File: config.mk
export PLATFORM = sky130hd
export DESIGN_NAME = uart_idle_gap_frame_ring
export DESIGN_NICKNAME = d
export VERILOG_FILES = /design/src/design/uigfr_pkg.sv /design/src/design/uart_idle_gap_frame_ring.sv
export SDC_FILE = /design/constraint.sdc
export NUM_CORES = 1
export LEC_CHECK = 0
export ABC_CLOCK_PERIOD_IN_PS = 4600
export BUFFER_PORTS_ARGS = -buffer_cell sky130_fd_sc_hd__buf_2
export CORE_MARGIN = 10
export CORE_UTILIZATION = 63
export CTS_CLUSTER_SIZE = 24
export DETAILED_ROUTE_END_ITERATION = 8
export PLACE_DENSITY = 0.88
export SKIP_CTS_REPAIR_TIMING = 1
export SLEW_MARGIN = 10
export SYNTH_ARGS = -nofsm -noshare
export SYNTH_HDL_FRONTEND = slang
export SYNTH_SLANG_ARGS = --single-unit
File: constraint.sdc
create_clock -name clk_i -period 4.6 [get_ports clk_i]
set_input_delay 0.23 -clock clk_i [delete_from_list [all_inputs] [get_ports clk_i]]
set_output_delay 0.23 -clock clk_i [all_outputs]
set_load 0.02 [all_outputs]
File: src/design/uigfr_pkg.sv
`default_nettype none
// ----------------------------------------------------------------------------
// uigfr_pkg - shared definitions for the idle-gap frame ring
// Operation codes, register indexes, reset values and default geometry.
// ----------------------------------------------------------------------------
package uigfr_pkg;

  localparam int unsigned LinesDef     = 4;
  localparam int unsigned LineBytesDef = 32;

  localparam int unsigned CfgIdxW  = 1;
  localparam int unsigned CfgDataW = 16;
  localparam int unsigned TickW    = 16;

  localparam logic [CfgIdxW-1:0] RegGapTicks   = 1'd0;
  localparam logic [CfgIdxW-1:0] RegErrorTicks = 1'd1;

  localparam logic [TickW-1:0] GapTicksRst   = 16'd2;
  localparam logic [TickW-1:0] ErrorTicksRst = 16'd200;
  localparam logic [TickW-1:0] IdleMax       = 16'hFFFF;

  typedef enum logic [1:0] {
    OpRxByte  = 2'd0,
    OpTick    = 2'd1,
    OpRead    = 2'd2,
    OpRelease = 2'd3
  } op_e;

endpackage : uigfr_pkg
`default_nettype wire

File: src/design/uart_idle_gap_frame_ring.sv
`default_nettype none
// ----------------------------------------------------------------------------
// uart_idle_gap_frame_ring - receive buffer delimiting frames by idle gaps
// Bytes go into a ring of frame lines; ticks close frames after a gap.
// ----------------------------------------------------------------------------
//  channel  | handshake             | payload
//  ---------+-----------------------+------------------------------------------
//  in       | in_valid_i/in_ready_o | op_i, rx_byte_i, offset_i
//  out      | out_valid_o/out_ready_i | read_data_o, frames_pending_o,
//           |                       | comm_error_o, frame_open_o
//  cfg      | cfg_we_i              | cfg_idx_i, cfg_wdata_i
//
//  One word per cycle unless a held result stalls input; each result appears in the cycle after its word is taken.
//  The frame memory is read once per word and written only for received bytes, read data registered.
//  A held result stalls input only while out_ready_i is low.
//  Reset clears control state and loads config reset values; the frame memory is left undefined.
// ----------------------------------------------------------------------------
module uart_idle_gap_frame_ring
  import uigfr_pkg::*;
#(
  parameter int unsigned LINES      = LinesDef,
  parameter int unsigned LINE_BYTES = LineBytesDef
) (
  input  wire logic                clk_i,
  input  wire logic                rst_ni,
  input  wire logic                cfg_we_i,
  input  wire logic [CfgIdxW-1:0]  cfg_idx_i,
  input  wire logic [CfgDataW-1:0] cfg_wdata_i,
  input  wire logic                in_valid_i,
  output logic                     in_ready_o,
  input  wire logic [1:0]          op_i,
  input  wire logic [7:0]          rx_byte_i,
  input  wire logic [4:0]          offset_i,
  output logic                     out_valid_o,
  input  wire logic                out_ready_i,
  output logic [7:0]               read_data_o,
  output logic [2:0]               frames_pending_o,
  output logic                     comm_error_o,
  output logic                     frame_open_o
);

  localparam int unsigned Depth = LINES * LINE_BYTES;
  localparam int unsigned AW    = $clog2(Depth);
  localparam int unsigned LW    = (LINES > 1) ? $clog2(LINES) : 1;
  localparam int unsigned PW    = $clog2(LINE_BYTES + 1);
  localparam int unsigned UW    = $clog2(LINES + 1);

  localparam logic [LW-1:0] LastLine = LW'(LINES - 1);
  localparam logic [PW-1:0] LastPos  = PW'(LINE_BYTES - 1);
  localparam logic [PW-1:0] FullPos  = PW'(LINE_BYTES);
  localparam logic [UW-1:0] FullUsed = UW'(LINES);

  logic [7:0] mem_q [Depth];

  logic [TickW-1:0] gap_ticks_q, error_ticks_q;
  logic [LW-1:0]    write_line_q, write_line_d, read_line_q, read_line_d;
  logic [PW-1:0]    write_pos_q, write_pos_d, wr_slot;
  logic [UW-1:0]    used_q, used_d;
  logic [TickW-1:0] idle_q, idle_d;
  logic             open_q, open_d, error_q, error_d;
  logic             out_valid_q, rd_sel_q, rd_sel_d;
  logic [7:0]       rd_q;
  logic             accept, wr_en;
  logic [AW-1:0]    wr_addr, rd_addr;
  op_e              op;

  assign op         = op_e'(op_i);
  assign in_ready_o = !out_valid_q || out_ready_i;
  assign accept     = in_valid_i && in_ready_o;

  always_comb begin
    write_line_d = write_line_q;
    write_pos_d  = write_pos_q;
    read_line_d  = read_line_q;
    used_d       = used_q;
    idle_d       = idle_q;
    open_d       = open_q;
    error_d      = error_q;
    rd_sel_d     = 1'b0;
    wr_en        = 1'b0;
    wr_slot      = (write_pos_q >= FullPos) ? LastPos : write_pos_q;
    case (op)
      OpRxByte: begin
        idle_d      = '0;
        open_d      = 1'b1;
        wr_en       = 1'b1;
        write_pos_d = wr_slot + PW'(1);
      end
      OpTick: begin
        if (idle_q != IdleMax) idle_d = idle_q + TickW'(1);
        if (open_q && (idle_d >= gap_ticks_q)) begin
          open_d = 1'b0;
          if (used_q < FullUsed) begin
            used_d       = used_q + UW'(1);
            write_line_d = (write_line_q == LastLine) ? '0 : write_line_q + LW'(1);
            write_pos_d  = '0;
          end
        end
        error_d = (idle_d >= error_ticks_q);
      end
      OpRead: begin
        rd_sel_d = (32'(offset_i) < LINE_BYTES);
      end
      OpRelease: begin
        if (used_q != '0) begin
          used_d      = used_q - UW'(1);
          read_line_d = (read_line_q == LastLine) ? '0 : read_line_q + LW'(1);
        end
      end
      default: begin
      end
    endcase
  end

  assign wr_addr = AW'(32'(write_line_q) * LINE_BYTES + 32'(wr_slot));
  assign rd_addr = AW'(32'(read_line_q) * LINE_BYTES + 32'(offset_i));

  always_ff @(posedge clk_i or negedge rst_ni) begin
    if (!rst_ni) begin
      gap_ticks_q   <= GapTicksRst;
      error_ticks_q <= ErrorTicksRst;
      write_line_q  <= '0;
      write_pos_q   <= '0;
      read_line_q   <= '0;
      used_q        <= '0;
      idle_q        <= '0;
      open_q        <= 1'b0;
      error_q       <= 1'b0;
      out_valid_q   <= 1'b0;
      rd_sel_q      <= 1'b0;
    end else begin
      if (cfg_we_i) begin
        case (cfg_idx_i)
          RegGapTicks:   gap_ticks_q   <= cfg_wdata_i;
          RegErrorTicks: error_ticks_q <= cfg_wdata_i;
          default: begin
          end
        endcase
      end
      if (accept) begin
        write_line_q <= write_line_d;
        write_pos_q  <= write_pos_d;
        read_line_q  <= read_line_d;
        used_q       <= used_d;
        idle_q       <= idle_d;
        open_q       <= open_d;
        error_q      <= error_d;
        rd_sel_q     <= rd_sel_d;
        out_valid_q  <= 1'b1;
      end else if (out_ready_i) begin
        out_valid_q <= 1'b0;
      end
    end
  end

  // frame memory: one registered read per word, a write only for received bytes
  always_ff @(posedge clk_i) begin
    if (accept && wr_en) mem_q[wr_addr] <= rx_byte_i;
    if (accept) rd_q <= mem_q[rd_addr];
  end

  assign out_valid_o      = out_valid_q;
  assign read_data_o      = rd_sel_q ? rd_q : 8'd0;
  assign frames_pending_o = 3'(used_q);
  assign comm_error_o     = error_q;
  assign frame_open_o     = open_q;

endmodule : uart_idle_gap_frame_ring
`default_nettype wire
### Word level (Yosys, flattened, before mapping)

Memories as Yosys holds them, arrays and structs flattened. A register that Yosys moved wholly into a read port is not among the register bits.
Cells that the tools add are included.

| storage, ports and cells | value |
|---|---|
| ROM bits | 0 |
| register bits | 65 |
| input bits | 37 |
| logic and storage cells | 75 |
| latch bits | 0 |
| memory bits (writable) | 1024 |
| memories | 1 |

Memories:

| name | depth | bits a word | rd ports | clocked after Yosys merged registers in | wr ports | RTL line | source |
|---|---|---|---|---|---|---|---|
| mem_q | 128 | 8 | 1 | 1 | 1 | uart_idle_gap_frame_ring.sv:53 | `logic [7:0] mem_q [Depth];` |

| cells by class | value |
|---|---|
| shift-type cells | 0 |
| add/subtract/negate cells | 8 |
| eq/ne operators | 9 |
| order comparisons | 4 |
| multipliers | 0 |
| muxes and demuxes | 22 |
| div/mod/pow operators | 0 |
| reduce and logical (&&, ||, !) cells | 19 |
| bitwise operators | 1 |

Operators with widths:

| operator | number |
|---|---|
| 16-bit >= comparator | 2 |
| 16-bit 2-to-1 mux | 2 |
| 16-bit one-hot mux with 2 select lines | 1 |
| 6-bit 2-to-1 mux | 3 |
| 16-bit by 1-bit adder with 16-bit output (second input constant) | 1 |
| 16-bit inequality test (second input constant) | 1 |
| 6-bit one-hot mux with 2 select lines | 1 |
| 3-bit 2-to-1 mux | 3 |
| 2-bit equality test (second input constant) | 4 |
| 8-bit 2-to-1 mux | 1 |
| 2-bit AND reduction | 4 |
| 4-bit AND reduction | 2 |
| 7-bit by 5-bit adder with 7-bit output | 1 |
| 7-bit by 6-bit adder with 7-bit output | 1 |
| 1-bit 2-to-1 mux | 7 |
| 6-bit by 1-bit adder with 6-bit output (second input constant) | 1 |
| 6-bit >= comparator (second input constant) | 1 |
| 2-bit inequality test (second input constant) | 3 |
| 3-bit one-hot mux with 2 select lines | 1 |
| 3-bit AND reduction | 2 |
| 2-bit nonzero test | 3 |
| 5-bit AND reduction | 1 |
| 2-bit by 1-bit adder with 2-bit output (second input constant) | 2 |
| 2-bit 2-to-1 mux | 2 |
| other kinds (11) | 13 |

### Logic depth before layout (Yosys ltp)

| depth | value |
|---|---|
| depth in word-level cells | 7 |
| depth in mapped cells | 13 |
| depth with buffers taken out | 13 |

### Worst setup path after synthesis

No wires, ideal clock.

| path | value |
|---|---|
| kind | reg-to-reg |
| from | reg idle_q[0] |
| to | reg write_line_q[0] |
| setup slack | 0.891 ns |
| arrival | 3.584 ns |
| path buffers | 0 |
| setup time | 0.125 ns |
| stages on the path, launching flop included | 14 |
| required time | 4.475 ns |
| period minus slack after synthesis | 3.709 ns |
| cells stage by stage | dfrtp_1 > ha_1 > nand3_1 > nor4_4 > a211oi_1 > and3_1 > xor2_1 > ha_1 > nand4_1 > or3_1 > a221oi_1 > o41ai_2 > nor3_1 > mux2_2 |

| between the ends | value |
|---|---|
| word-level cells in the longest chain between the ends | 6 |
| elaborated cells on any way between the ends | 7 |
| those cells by class | 1 x add/sub; 1 x order compare; 1 x eq/ne; 2 x mux; 2 x reduce/logical |

Ends and longest elaborated chain:

| what | RTL line | source |
|---|---|---|
| start: declaration | uart_idle_gap_frame_ring.sv:59 | `logic [TickW-1:0] idle_q, idle_d;` |
| start signal: assignment | uart_idle_gap_frame_ring.sv:145 | `idle_q <= idle_d;` |
| 16-bit by 1-bit adder with 16-bit output or 16-bit inequality test (tied branches) | uart_idle_gap_frame_ring.sv:90 | `if (idle_q != IdleMax) idle_d = idle_q + TickW'(1);` |
| 16-bit 2-to-1 mux (*) | uart_idle_gap_frame_ring.sv:90 |  |
| 16-bit 2-to-1 mux (*) | uart_idle_gap_frame_ring.sv:82 | `case (op)` |
| 16-bit >= comparator (*) | uart_idle_gap_frame_ring.sv:91 | `if (open_q && (idle_d >= gap_ticks_q)) begin` |
| 1-bit logical AND (*) | uart_idle_gap_frame_ring.sv:91 |  |
| 4-bit AND reduction (no line) (*) | -- |  |
| end signal: assignment | uart_idle_gap_frame_ring.sv:141 | `write_line_q <= write_line_d;` |
| end: declaration | uart_idle_gap_frame_ring.sv:56 | `logic [LW-1:0] write_line_q, write_line_d, read_line_q, read_line_d;` |

Mark *: on every way between the ends. The rest lies on a longest branch, timed or not. The select of a mux whose other input is x is not followed.
A chain may end at the register's enable or synchronous reset.

### Final worst setup path

| path | value |
|---|---|
| from | reg idle_q[0] |
| to | reg write_pos_q[4] |

| between the ends | value |
|---|---|
| word-level cells in the longest chain between the ends | 7 |
| elaborated cells on any way between the ends | 8 |
| those cells by class | 1 x add/sub; 1 x order compare; 2 x eq/ne; 2 x mux; 2 x reduce/logical |

Ends and longest elaborated chain:

| what | RTL line | source |
|---|---|---|
| 16-bit by 1-bit adder with 16-bit output or 16-bit inequality test (tied branches) | uart_idle_gap_frame_ring.sv:90 |  |
| 16-bit 2-to-1 mux (*) | uart_idle_gap_frame_ring.sv:90 |  |
| 16-bit 2-to-1 mux (*) | uart_idle_gap_frame_ring.sv:82 |  |
| 16-bit >= comparator (*) | uart_idle_gap_frame_ring.sv:91 |  |
| 1-bit logical AND (*) | uart_idle_gap_frame_ring.sv:91 |  |
| 2-bit inequality test (no line) (*) | -- |  |
| 4-bit AND reduction (no line) (*) | -- |  |
| end signal: assignment | uart_idle_gap_frame_ring.sv:142 | `write_pos_q <= write_pos_d;` |
| end: declaration | uart_idle_gap_frame_ring.sv:57 | `logic [PW-1:0] write_pos_q, write_pos_d, wr_slot;` |

Marked as above.

==> results.toml <==
[global_route]
grt_pass1_vias = 24300
grt_overflow = 0
track_usage_pct = 26.9
antenna_found_initial = 2
grt_max_degree = 153
grt_first_pass_wirelength_um = 162000

[sta]
timing.final.crit_share_pct = 94.3
min_period_ns = 4.34
clock_skew_ns = 0.0419
worstMarginPinSlew_ns = 1.12
hold_viol_final = 0
holdWs_ns = 0.0767
setup_viol = 0
slew_viol_final = 0
fmax_mhz = 231
setup_ws_ns = 0.262
rsz0062_at_grt = "no"
slew_headroom_pct = 24.7
setup_tns_ns = 0

[clock_network]
clk_latency_ns = 0.67
cts-buffers-inserted = 101
clock_path_buffers = 3
htreeDepth = 3
root_buffer = "clkbuf_16"
clkSinkCount = 1097
cts_tree = "done"
path_clk_slew_ns = 0.06

[synth]
yosys_register_bits = 1097
synthArstFlopShare_pct = 5.93
ys_seq_area_share_pct = 74.6
synth_nets = 2389
syn_inst = 2314
syn_area_per_cell_um2 = 18.9
yosysWarnings = 0
syn_area_mm2 = 0.0437
ys_types = 64
synth-main-ff-cell = "edfxtp_1"
synth_edf_count = 1032

[power]
leakagePower_nw = 15.9
p_per_area_mw_per_mm2 = 443
ir_worst_vdd_mv = 0.338

[placed_design]
place_congestion = 0.870
preCtsSetupSlack_ns = 0.307
portBuffers = 51
hpwl_um = 61700

[drt]
first_iter_violations = 3834
drtPass1Iterations = 6
drc = 0
via_count = 24100
wirelength_um = 108000
post_drt_wl_per_cell_um = 31.6
viasPerCell = 7.04
ant_nets = 0

[floorplan]
io-pin-count = 52
core-area_mm2 = 0.0687
start_util_pct = 63.7
die_h_um = 283
die_w_um = 283
num_rows = 96
dieArea_mm2 = 0.0804

[run_status]
outcome = "finished clean"

[flow_run]
cap_violations = 0

[layout]
drive_gt1_share_pct = 21.8
fin_util_pct = 70.8
synthToLayoutAreaGrowth_pct = 11.2
fin_nets = 2487

[setup_path]
cp_data_required_time_ns = 5.13
r2r_start = "idle_q[0]"
cp_max_fo = 8
crit_type = "flop to flop"
cp_common_cell = "ha_1"
r2r_slack_ns = 0.26
path_cells = "ha_1 > nand3_1 > nor4_4 > buf_4 > nand2_1 > o21ai_0 > a21o_1 > ha_1 > nand4_1 > or3_1 > a221oi_1 > o41ai_2 > a21oi_2 > mux2_1"
cp_slowest_cell = "dfrtp_1"
critPathArrivalTime_ns = 4.87
crit_path_end_kind = "flop"
timing.rr.end = "write_pos_q[4]"
start_kind = "flop"
reg2regPathDepth = 14
slowest_delay_ns = 0.50

[min_path]
worstHoldPathType = "input port to async pin"
-- stage by stage --
stage	total power (W)	std cells	instance area, µm²
2_1_floorplan	0.0124	2314	43700
3_3_place_gp	0.0130	3220	45000
3_5_place_dp	0.0131	3220	45000
4_1_cts	0.0215	3408	48400
5_1_grt	0.0220	3429	48600
6_report	0.0215	3429	48600
-- placed cells by master, fill, tap and decap left out, drive strengths merged, types with 47 or more instances in the layout --
master / synthesis / final
edfxtp: 1032 / 1032
mux4: 192 / 192
nor2: 165 / 165
clkbuf: 69 / 127
buf: 56 / 100
mux2: 85 / 85
a22oi: 80 / 80
o21ai: 72 / 72
mux2i: 69 / 69
dfrtp: 61 / 61
nand2: 48 / 48
inv: 47 / 47
-- synth_stat cells (5+ instances only) --
cell type	number	area (µm²)
a211oi_1	5	37.5
a21o_1	9	67.6
a21oi_1	42	210
a221o_1	16	160
a221oi_1	13	114
a22o_1	18	158
a22oi_1	80	601
and2_1	12	75.1
buf_1	8	30.0
buf_2	37	185
buf_6	5	56.3
clkbuf_1	68	255
dfrtp_1	61	1530
edfxtp_1	1032	31000
ha_1	37	463
inv_1	47	176
mux2_2	84	946
mux2i_1	69	691
mux4_2	188	4230
nand2_1	48	180
nand2b_1	9	56.3
nand3_1	27	135
nand4_1	7	43.8
nor2_1	165	619
nor2b_1	8	50.1
nor3_1	18	90.1
o21ai_0	61	305
o21ai_1	11	55.1
o221ai_1	24	210
o22ai_1	25	156
xnor2_1	7	61.3
xor2_1	6	52.6
-- final cells by class --
class | instances | area (µm²)
diodes | 1 | 2.50
clock buffers | 127 | 2720
clock inverters | 61 | 673
fillers | 3799 | 20100
inverters | 47 | 176
multi-input cells | 1045 | 10400
flip-flops and latches | 1097 | 32600
well taps | 931 | 1160
repair buffers | 120 | 901
-- report_power, final --
part           internal (W)  switching, W  leakage, nW  total [W]
Sequential           0.0111      0.000152         10.1     0.0112
Clock               0.00488       0.00368         1.65    0.00856
Combinational      0.000582       0.00118         4.15    0.00177
-- cells by family after synthesis --
logic type                 after synthesis  synth area share [%]
buffers and inverters                  172                  1.78
AOI/OAI and AO/OA                      328                  5.26
other                                    1               0.00857
muxes                                  346                  13.7
xor gates and xnor gates                13                 0.260
and+or+nand+nor                        319                  3.30
adders and majority gates               38                  1.10
DFF                                   1097                  74.6
-- worst max-delay path, delay by kind of cell (launching register included) --
family,cells,cell delay [ns]
compound gates,5,1.23
fa+ha+maj,2,0.44
buf+inv,1,0.20
flops,1,0.50
mux,1,0.35
simple gates,5,1.50
-- how the worst max path moves through the flow --
stage                          from         endpoint  slack, ns  cells past startpoint
after floorplan           idle_q[0]  write_line_q[0]       0.89                     13
after detailed placement  idle_q[0]  write_line_q[1]       0.31                     14
after global placement    idle_q[0]  write_line_q[1]       0.54                     14
final                     idle_q[0]   write_pos_q[4]       0.26                     14
after CTS                 idle_q[0]  write_line_q[1]       0.26                     14
after global routing      idle_q[0]   write_pos_q[4]      0.009                     14
-- metal layers --
metal  routed length, µm  up-vias  track usage (%)
met5                  12        -                0
met4                5390        2             12.4
met3               12800      396             6.21
met2               52800     1974             43.1
met1               37400    12100             34.9
li1                    -     9621                -
-- state kept, by name (all words and copies together), names as in the netlist, 3 cells and up --
register          count
error_ticks_q        16
rd_q                  8
idle_q               16
gap_ticks_q          16
write_pos_q           6
frames_pending_o      3
mem_q              1024
(Power assumes the default switching activity.)
